==> src/sads_pkg.sv <==
// Shared constants, codes and types for the double stack core.
// No dependencies; used by every module of the block except sads_ram.
`timescale 1ns / 1ps

package sads_pkg;

    localparam int DEPTH  = 32;
    localparam int ELEM_W = 32;
    localparam int ADDR_W = $clog2(DEPTH);
    localparam int CNT_W  = $clog2(DEPTH + 1);

    // request codes; the fourth code is unused and acts as a no-op
    localparam logic [1:0] REQ_PUSH  = 2'd0;
    localparam logic [1:0] REQ_POP   = 2'd1;
    localparam logic [1:0] REQ_CLEAR = 2'd2;

    localparam logic SEL_LOWER = 1'b0;
    localparam logic SEL_UPPER = 1'b1;

    typedef enum logic [1:0] {
        ST_OK    = 2'd0,
        ST_FULL  = 2'd1,
        ST_EMPTY = 2'd2
    } t_status;

    typedef struct packed {
        logic              we;
        logic [ADDR_W-1:0] waddr;
        logic [ELEM_W-1:0] wdata;
        logic              re;
        logic [ADDR_W-1:0] raddr;
    } t_mem_req;

    typedef struct packed {
        logic              vld;
        t_status           status;
        logic [ELEM_W-1:0] pop_value;
        logic [CNT_W-1:0]  total;
        logic              both_empty;
    } t_result;

endpackage

==> src/shared_array_double_stack_core.sv <==
// Channel   Dir  Transfer on         Payload
// request   in   i_valid & o_ready   i_req_type, i_stack_sel, i_push_value
// result    out  o_valid & i_ready   o_status, o_pop_value, o_total_count, o_both_empty
//
// Push, clear and the unused code form their result when accepted; a
// successful pop forms it in S_READ from the store's registered read data.
// One request is in flight at a time, so a write never meets a read of the
// same entry in the same cycle.
// Reset (synchronous, active low) empties both stacks; the store is not cleared.
// A stalled result holds the output register and the request side waits.
// Depends on sads_pkg, sads_ram, sads_ctrl.
`timescale 1ns / 1ps

module shared_array_double_stack_core (
    input  logic                          i_clk,
    input  logic                          i_rst_n,
    input  logic                          i_valid,
    output logic                          o_ready,
    input  logic [1:0]                    i_req_type,
    input  logic                          i_stack_sel,
    input  logic signed [sads_pkg::ELEM_W-1:0] i_push_value,
    output logic                          o_valid,
    input  logic                          i_ready,
    output logic [1:0]                    o_status,
    output logic signed [sads_pkg::ELEM_W-1:0] o_pop_value,
    output logic [sads_pkg::CNT_W-1:0]    o_total_count,
    output logic                          o_both_empty
);

    sads_pkg::t_mem_req             mem;
    sads_pkg::t_result              res;
    sads_pkg::t_result              r_out;
    logic                           r_out_vld;
    logic [sads_pkg::ELEM_W-1:0]    rdata;
    logic                           out_free;

    assign out_free = !r_out_vld || i_ready;

    sads_ctrl u_ctrl (
        .i_clk        (i_clk),
        .i_rst_n      (i_rst_n),
        .i_valid      (i_valid),
        .o_ready      (o_ready),
        .i_req_type   (i_req_type),
        .i_stack_sel  (i_stack_sel),
        .i_push_value (i_push_value),
        .i_out_free   (out_free),
        .i_rdata      (rdata),
        .o_mem        (mem),
        .o_res        (res)
    );

    sads_ram #(
        .DEPTH (sads_pkg::DEPTH),
        .WIDTH (sads_pkg::ELEM_W)
    ) u_ram (
        .i_clk   (i_clk),
        .i_we    (mem.we),
        .i_waddr (mem.waddr),
        .i_wdata (mem.wdata),
        .i_re    (mem.re),
        .i_raddr (mem.raddr),
        .o_rdata (rdata)
    );

    // output register
    always_ff @(posedge i_clk) begin
        if (!i_rst_n) begin
            r_out_vld <= 1'b0;
        end else if (res.vld) begin
            r_out_vld <= 1'b1;
        end else if (i_ready) begin
            r_out_vld <= 1'b0;
        end
    end

    always_ff @(posedge i_clk) begin
        if (res.vld) begin
            r_out <= res;
        end
    end

    assign o_valid       = r_out_vld;
    assign o_status      = r_out.status;
    assign o_pop_value   = r_out.pop_value;
    assign o_total_count = r_out.total;
    assign o_both_empty  = r_out.both_empty;

endmodule

==> src/sads_ram.sv <==
// Element store: single write port, single read port, registered read data.
// Generic; no package dependencies.
`timescale 1ns / 1ps

module sads_ram #(
    parameter int DEPTH = 32,
    parameter int WIDTH = 32
) (
    input  logic                     i_clk,
    input  logic                     i_we,
    input  logic [$clog2(DEPTH)-1:0] i_waddr,
    input  logic [WIDTH-1:0]         i_wdata,
    input  logic                     i_re,
    input  logic [$clog2(DEPTH)-1:0] i_raddr,
    output logic [WIDTH-1:0]         o_rdata
);

    logic [WIDTH-1:0] r_mem [DEPTH];
    logic [WIDTH-1:0] r_rdata;

    always_ff @(posedge i_clk) begin
        if (i_we) begin
            r_mem[i_waddr] <= i_wdata;
        end
    end

    always_ff @(posedge i_clk) begin
        if (i_re) begin
            r_rdata <= r_mem[i_raddr];
        end
    end

    assign o_rdata = r_rdata;

endmodule

==> src/sads_ctrl.sv <==
// Request sequencer: stack counters, store addressing and result formation.
// Depends on sads_pkg.
`timescale 1ns / 1ps

module sads_ctrl (
    input  logic                      i_clk,
    input  logic                      i_rst_n,
    input  logic                      i_valid,
    output logic                      o_ready,
    input  logic [1:0]                i_req_type,
    input  logic                      i_stack_sel,
    input  logic [sads_pkg::ELEM_W-1:0] i_push_value,
    input  logic                      i_out_free,
    input  logic [sads_pkg::ELEM_W-1:0] i_rdata,
    output sads_pkg::t_mem_req        o_mem,
    output sads_pkg::t_result         o_res
);

    typedef enum logic {S_IDLE, S_READ} t_state;

    t_state                       r_state, n_state;
    logic [sads_pkg::CNT_W-1:0]   r_lower, n_lower;
    logic [sads_pkg::CNT_W-1:0]   r_upper, n_upper;
    logic [sads_pkg::CNT_W-1:0]   cur_total;
    logic [sads_pkg::CNT_W-1:0]   next_total;
    logic [sads_pkg::CNT_W-1:0]   up_pop_pos;
    logic                         accept;
    logic                         pop_fire;
    sads_pkg::t_status            req_status;

    assign o_ready    = (r_state == S_IDLE) && i_out_free;
    assign accept     = i_valid && o_ready;
    assign cur_total  = r_lower + r_upper;
    // top of the upper stack sits at DEPTH - upper_count
    assign up_pop_pos = sads_pkg::CNT_W'(sads_pkg::DEPTH) - r_upper;

    always_comb begin
        n_state     = r_state;
        n_lower     = r_lower;
        n_upper     = r_upper;
        pop_fire    = 1'b0;
        req_status  = sads_pkg::ST_OK;
        o_mem.we    = 1'b0;
        o_mem.waddr = r_lower[sads_pkg::ADDR_W-1:0];
        o_mem.wdata = i_push_value;
        o_mem.re    = 1'b0;
        o_mem.raddr = up_pop_pos[sads_pkg::ADDR_W-1:0];

        if (r_state == S_READ) begin
            n_state = S_IDLE;
        end else if (accept) begin
            unique case (i_req_type)
                sads_pkg::REQ_PUSH: begin
                    if (cur_total == sads_pkg::CNT_W'(sads_pkg::DEPTH)) begin
                        req_status = sads_pkg::ST_FULL;
                    end else if (i_stack_sel == sads_pkg::SEL_LOWER) begin
                        o_mem.we = 1'b1;
                        n_lower  = r_lower + sads_pkg::CNT_W'(1);
                    end else begin
                        o_mem.we    = 1'b1;
                        o_mem.waddr = sads_pkg::ADDR_W'(sads_pkg::DEPTH - 1)
                                      - r_upper[sads_pkg::ADDR_W-1:0];
                        n_upper     = r_upper + sads_pkg::CNT_W'(1);
                    end
                end
                sads_pkg::REQ_POP: begin
                    if (i_stack_sel == sads_pkg::SEL_LOWER) begin
                        if (r_lower == '0) begin
                            req_status = sads_pkg::ST_EMPTY;
                        end else begin
                            n_lower     = r_lower - sads_pkg::CNT_W'(1);
                            o_mem.re    = 1'b1;
                            o_mem.raddr = n_lower[sads_pkg::ADDR_W-1:0];
                            pop_fire    = 1'b1;
                        end
                    end else begin
                        if (r_upper == '0) begin
                            req_status = sads_pkg::ST_EMPTY;
                        end else begin
                            n_upper  = r_upper - sads_pkg::CNT_W'(1);
                            o_mem.re = 1'b1;
                            pop_fire = 1'b1;
                        end
                    end
                end
                sads_pkg::REQ_CLEAR: begin
                    n_lower = '0;
                    n_upper = '0;
                end
                default: begin
                end
            endcase
            if (pop_fire) begin
                n_state = S_READ;
            end
        end
    end

    assign next_total = n_lower + n_upper;

    // a pop's result waits in S_READ for the store's registered read data; the
    // output register is known to be empty in that state
    always_comb begin
        o_res.vld        = (r_state == S_READ) || (accept && !pop_fire);
        o_res.status     = (r_state == S_READ) ? sads_pkg::ST_OK : req_status;
        o_res.pop_value  = (r_state == S_READ) ? i_rdata : '0;
        o_res.total      = next_total;
        o_res.both_empty = (next_total == '0);
    end

    always_ff @(posedge i_clk) begin
        if (!i_rst_n) begin
            r_state <= S_IDLE;
            r_lower <= '0;
            r_upper <= '0;
        end else begin
            r_state <= n_state;
            r_lower <= n_lower;
            r_upper <= n_upper;
        end
    end

endmodule

==> config.mk <==
export PLATFORM = sky130hd
export DESIGN_NAME = shared_array_double_stack_core
export DESIGN_NICKNAME = d
export VERILOG_FILES = /design/src/sads_pkg.sv /design/src/shared_array_double_stack_core.sv /design/src/sads_ram.sv /design/src/sads_ctrl.sv
export SDC_FILE = /design/constraint.sdc
export NUM_CORES = 1
export LEC_CHECK = 0
export BUFFER_PORTS_ARGS = -buffer_cell sky130_fd_sc_hd__buf_2
export CORE_MARGIN = 4
export CORE_UTILIZATION = 45
export DETAILED_ROUTE_END_ITERATION = 16
export PLACE_DENSITY_LB_ADDON = 0.2
export SKIP_CTS_REPAIR_TIMING = 1
export SYNTH_ARGS = -nofsm -noshare
export SYNTH_HDL_FRONTEND = slang
export SYNTH_HIERARCHICAL = 1
export SYNTH_SLANG_ARGS = --single-unit
==> constraint.sdc <==
create_clock -name i_clk -period 6.3 [get_ports i_clk]
set_clock_uncertainty 0.05 [all_clocks]
set_input_delay 0.945 -clock i_clk [delete_from_list [all_inputs] [get_ports i_clk]]
set_output_delay 0.945 -clock i_clk [all_outputs]
set_load 0.05 [all_outputs]
==> results.md, run 1 <==
* Status: finished, final reports clean
* Area Overhead vs Synth at 13.2%
* Reg-to-Reg Start: u_ctrl/r_lower[0]$_SDFF_PN0_
* Ys async rst share at 0
* Setup Total Neg Slack at 0 ps
* Initial antenna violation count at 6
* DP Wirelength at 69100 um
* TritonCTS Buffers at 112
* Worst Setup End Kind: flip-flop
* Sequential area share after synthesis at 0.748
* Total gr overflow at 0
* Cell Area, Synth at 44400 um^2
* Largest family of logic cells by synthesized area: multiplexers
* HP Start: o_valid$_SDFFE_PN0P_
* PortBufs at between 80 and 90
* Total I/O pin count at 82
* Highest Clock Rate at 183 MHz
* Avg Vias per Cell at 5.81
* CTS tree: done
* Die width at 322 um
* Slew of the pin with the lowest slew margin at 1040 ps
* Cell with the most instances after synthesis: edfxtp_1
* Post-synth top area share at 0.742
* Largest net degree at the start of global routing at 63
* Syn avg cell area at roughly 17 um^2
* Unrepaired setup endpoints after global routing: no
* Final slew viol count at 0
* Cell count after synthesis at 2634
* Hold Path Class: reg2reg
* Fin nets at approximately 2800
* CTS H-Tree Depth at 3
* CTS clk-pin slew, worst paths at 60 ps
* CTS root buf: clkbuf_16
* CP arrival at 5760 ps
* Top post-synthesis cells by area: edfxtp_1 74%, mux2i_1 12%, a22oi_1 1.6%, a22o_1 1.3%, a21oi_1 1.3%
* FF+latch count, synth at 1111
* Compound-Gate Fraction of Synth Area at 0.0578
* Final worst-path setup slack at approximately 840 ps
* Critical Path Start Type: flip-flop
* DRT iter0 DRCs at between 2000 and 2500
* Syn. warnings at 6
* Starting Density at 0.457
* Areal power density over the cells at 307 nW/um^2
* Final WL at 114000 um
* Placed insts at 3918
* Critical Path Source: u_ctrl/r_lower[0]$_SDFF_PN0_
* DIE AREA at 104000 um^2
* Ratio of final minimum period to clock period at 0.867
* Syn nets at 2689
* Final Util at 0.517
* Kind of critical path: reg2reg
* Maxcap violations at 0
* Post-synth EDFFs at 1097
* Core area at 97300 um^2
* CP required at 6600 ps
* First-pass GRT wire length at 166000 um
* Fin cells at 4129
* Leakage at 15.6 nW
* Mux cell area share after synthesis at 0.116
* Final min period at between 5000 and 6000 ps
* Endpoints failing hold at 0
* Via count of the first global-routing pass at 24300
* GRT Resource Usage Total at 0.218
* Max VDD drop at about 0.22 mV
* DRC Markers at 0
* Worst Path Max Fanout at 21
* GP Congestion at 0.861
* Share of cells above drive strength 1 at 0.140
* Post-Synth Adder-Cell Area at 0.00484
* Commonest register cell after synthesis: edfxtp_1
* Setup WS pre-CTS at about 860 ps
* Post-Synth Simple-Gate Area at 0.0448
* # rows at 114
* Avg WL per Cell at 27.6 um
* Total number of vias at between 20000 and 25000
* Top cells by count, synth: 1097 x edfxtp_1, 516 x mux2i_1, 120 x nand2_1, 113 x a21oi_1, 105 x nand3_1
* CTS max path bufs at 3
* Slew headroom at 0.304
* Clock net sink count at 1111
* Clk_lat worst skew at 700 ps
* Synth unique cells at 66
* Post-route ant nets at 0
* Final Setup Violations at 0
* Pre-antenna DRT Iters at 5
* Synth area leader: edfxtp_1
* Xor and xnor fraction of the mapped netlist area at 0.00313
* Die Ht at 322 um
## worst max-delay path, stage by stage (launching register included)
cell	delay, ps
dfxtp_1	580
ha_1	260
fa_1	220
nand3_1	110
and3_1	190
o221ai_1	800
nor2_1	180
or3_1	540
o21ai_0	620
or3b_2	640
nor2_4	440
buf_4	440
## state kept, by name, summed over array words and instances (netlist names), 2 cells and up
| register | count |
|---|---|
| u_ram/o_rdata | 32 |
| u_ram/r_mem | 1024 |
| o_status | 2 |
| o_total_count | 6 |
| u_ctrl/r_lower | 6 |
| o_pop_value | 32 |
| u_ctrl/r_upper | 6 |
## routing by layer
layer  part of all wire  GRT usage  up-vias
met3              0.055     0.0329      155
met2               0.48      0.360      755
met4              0.023     0.0584        2
met1               0.44      0.305    12500
li1                   -          -    10600
met5            0.00012          0        -
## kinds of logic after synthesis
kind of cell	count (synthesis)
AO/OA/AOI/OAI	374
XOR/XNOR	15
adder cells (fa/ha/maj)	16
buffers and inverters	191
flip-flops	1111
multiplexers	516
AND/OR/NAND/NOR	411
## cell usage in the layout (no fill, tap or decap), types with 34 or more instances in the layout
cell	instances
mux2i_1	516
clkinv_1	36
and2_1	40
a22o_1	65
a31oi_1	35
nand3_1	105
a22oi_1	97
edfxtp_1	1097
buf_4	84
nor2_4	34
nand2_1	119
nor3_1	40
buf_2	81
a21oi_1	113
clkbuf_16	112
## power by group
part           internal [W]  switching [W]  total (W)
clock network       0.00360        0.00278    0.00638
registers           0.00817      0.0000153    0.00818
logic              0.000260       0.000613   0.000873
total                0.0120        0.00341     0.0154
## cell type report
type / count / area [um^2]
Fill cell: 7850 / 47000
Sequential cell: 1111 / 33200
Multi-Input combinational cell: 1332 / 10400
Clock buffer: 131 / 2870
Tap cell: 1276 / 1600
Timing Repair Buffer: 189 / 1520
Clock inverter: 79 / 672
Inverter: 10 / 37.5
Antenna cell: 1 / 2.50
## worst paths after layout
check | to | slack (ps) | cells past startpoint
worst max-delay path | u_ram/r_mem[8][22]$_DFFE_PP_ | 840 | 11
worst min-delay path | o_valid$_SDFFE_PN0P_ | 460 | 2
worst max register to register | u_ram/r_mem[8][22]$_DFFE_PP_ | 840 | 11
worst min register to register | o_valid$_SDFFE_PN0P_ | 460 | 2
## metrics by stage
step	power, W	cell area (um^2)	hold slack, ps
final	0.0154	50300	459
after CTS	0.0156	50300	459
after floorplan	0.00888	44400	453
after detailed placement	0.00922	46700	459
after global placement	0.00921	46700	457
after global routing	0.0159	50300	485
Note: power is estimated with default switching activity, not from simulation.
==> run 2, diff against run 1 <==
- CELL_PAD_IN_SITES_DETAIL_PLACEMENT: unset -> 0
- CELL_PAD_IN_SITES_GLOBAL_PLACEMENT: unset -> 2
- CORE_MARGIN: 4 -> 5
==> results.md, run 2 (synthesis results as in run 1) <==
* Avg Vias per Cell at about 5.7
* R2r setup slk at a little over 800 ps
* Areal power density over the cells at between 300 and 400 nW/um^2
* Reg-to-Reg Start: u_ctrl/r_lower[0]$_SDFF_PN0_
* Unrepaired setup endpoints after global routing: no
* Pre-antenna DRT Iters at 7
* GRT Resource Usage Total at 0.213
* Total I/O pin count at 82
* Slowest cell on crit path: o221ai_1
* Critical path, cell by cell: ha_1 -> fa_1 -> nand3_1 -> a21oi_1 -> o221ai_1 -> nor2_1 -> or3_1 -> o21ai_0 -> nand3b_1 -> nor2_4 -> buf_4
* DIE AREA at around 110000 um^2
* Crit-path max cell delay at 790 ps
* Area Overhead vs Synth at 12.9%
* TritonCTS Buffers at about 110
* CP arrival at 5780 ps
* Hold path depth at 1
* Worst Setup End Kind: flip-flop
* Largest net degree at the start of global routing at 88
* Total number of vias at around 24000
* Final worst-path setup slack at 822 ps
* Final Total Pwr at ~0.016 W
* Post-route ant nets at 0
* Maxcap violations at 0
* CTS H-Tree Depth at 3
* Fin nets at 2785
* Final Setup Violations at 0
* PortBufs at 81
* Final min period at 5480 ps
* Filler cells at 8085
* Endpoints failing hold at 0
* Die width at 324 um
* # rows at 115
* Crit path buffers/inverters at 1
* CP required at 6600 ps
* GP Congestion at 0.823
* Clk_lat worst skew at 690 ps
* Status: finished, final reports clean
* Setup WS pre-CTS at about 860 ps
* HP Start: u_ram/o_rdata[4]$_DFFE_PP_
* Leakage at approximately 15 nW
* First-pass GRT wire length at approximately 160000 um
* Multi-input logic area at 10400 um^2
* Initial antenna violation count at 2
* Share of cells above drive strength 1 at 0.133
* CTS max path bufs at 3
* Family with the most delay on the worst path: simple AND/OR/NAND/NOR gates
* DP Wirelength at 64400 um
* DRT iter0 DRCs at around 2200
* FF/Latch Area at 33200 um^2
* CTS clk-pin slew, worst paths at 60 ps
* Core area at 98100 um^2
* Worst Path Max Fanout at 19
* R2R depth at 11
* Kind of critical path: reg2reg
* Final WL at approximately 110000 um
* Avg WL per Cell at about 27 um
* Final slew viol count at 0
* Ratio of final minimum period to clock period at 0.870
* Die Ht at between 300 and 400 um
* Commonest cells after routing, fill and taps aside: 1097 x edfxtp_1, 516 x mux2i_1, 119 x nand2_1
* Biggest register: u_ram/r_mem
* Worst Hold End: o_pop_value[4]$_DFFE_PP_
* Via count of the first global-routing pass at about 24000
* Hold Path Class: reg2reg
* Setup Total Neg Slack at 0 ps
* CTS root buf: clkbuf_16
* Max VDD drop at 0.230 mV
* CTS tree: done
* Highest Clock Rate at 183 MHz
* Crit Reg-Reg Endpoint: u_ram/r_mem[12][19]$_DFFE_PP_
* Max reg flops at 1024
* DRC Markers at 0
* Slew headroom at 0.312
* Clock net sink count at 1111
* Starting Density at 0.453
* Critical Path Start Type: flip-flop
* Commonest non-fill, non-tap cell in the layout: edfxtp_1
* Slew of the pin with the lowest slew margin at 1030 ps
* Total gr overflow at 0
run 2: cell types whose count changed in the layout (fill, tap and decap cells not counted), sizes merged:
cell,previous run,this run
clkbuf,131,148
buf,189,162
clkinv,66,50
inv,15,11
diode,1,2
clkinvlp,0,2
bufinv,8,10
run 2: layout make-up:
cell class / instances / area share
diodes: 2 / 0.0000998
clock buffers: 148 / 0.0603
multi-input cells: 1332 / 0.207
well taps: 1287 / 0.0321
clock inverters: 63 / 0.0118
flip-flops and latches: 1111 / 0.663
inverters: 10 / 0.000749
repair buffers: 162 / 0.0255
run 2: where the power goes:
part	internal, W	switching [W]	leakage (nW)
clock network	0.00378	0.00275	1.77
registers	0.00817	0.0000117	10.0
logic	0.000245	0.000598	3.70
total	0.0122	0.00336	15.5
run 2: metal layers:
metal / GRT usage / wire length, um / up-vias
met1: 0.302 / 49900 / 12200
met4: 0.0578 / 2900 / 0
met2: 0.349 / 54100 / 684
met3: 0.0348 / 6200 / 164
met5: 0 / 0 / -
li1: - / - / 10500
run 2: worst max-delay path by stage:
stage	from	endpoint	slack, ps	depth (start not counted)
after floorplan	i_ready	u_ram/r_mem[19][0]$_DFFE_PP_	790	8
after global placement	i_ready	u_ram/o_rdata[12]$_DFFE_PP_	900	14
final	u_ctrl/r_lower[0]$_SDFF_PN0_	u_ram/r_mem[12][19]$_DFFE_PP_	820	11
after CTS	u_ctrl/r_lower[0]$_SDFF_PN0_	u_ram/r_mem[12][16]$_DFFE_PP_	920	11
after detailed placement	i_ready	u_ram/o_rdata[12]$_DFFE_PP_	860	14
after global routing	u_ctrl/r_lower[0]$_SDFF_PN0_	u_ram/r_mem[12][15]$_DFFE_PP_	510	11
run 2: through the flow:
step / utilization / hold slack, ps / area (um^2) / instances
detailed placement: 0.474 / 461 / 46500 / 3902
floorplan: - / 453 / 44400 / 2634
CTS: 0.511 / 474 / 50100 / 4113
global placement: 0.474 / 452 / 46500 / 3902
global route: 0.511 / 496 / 50100 / 4113
finish: 0.511 / 473 / 50100 / 4115
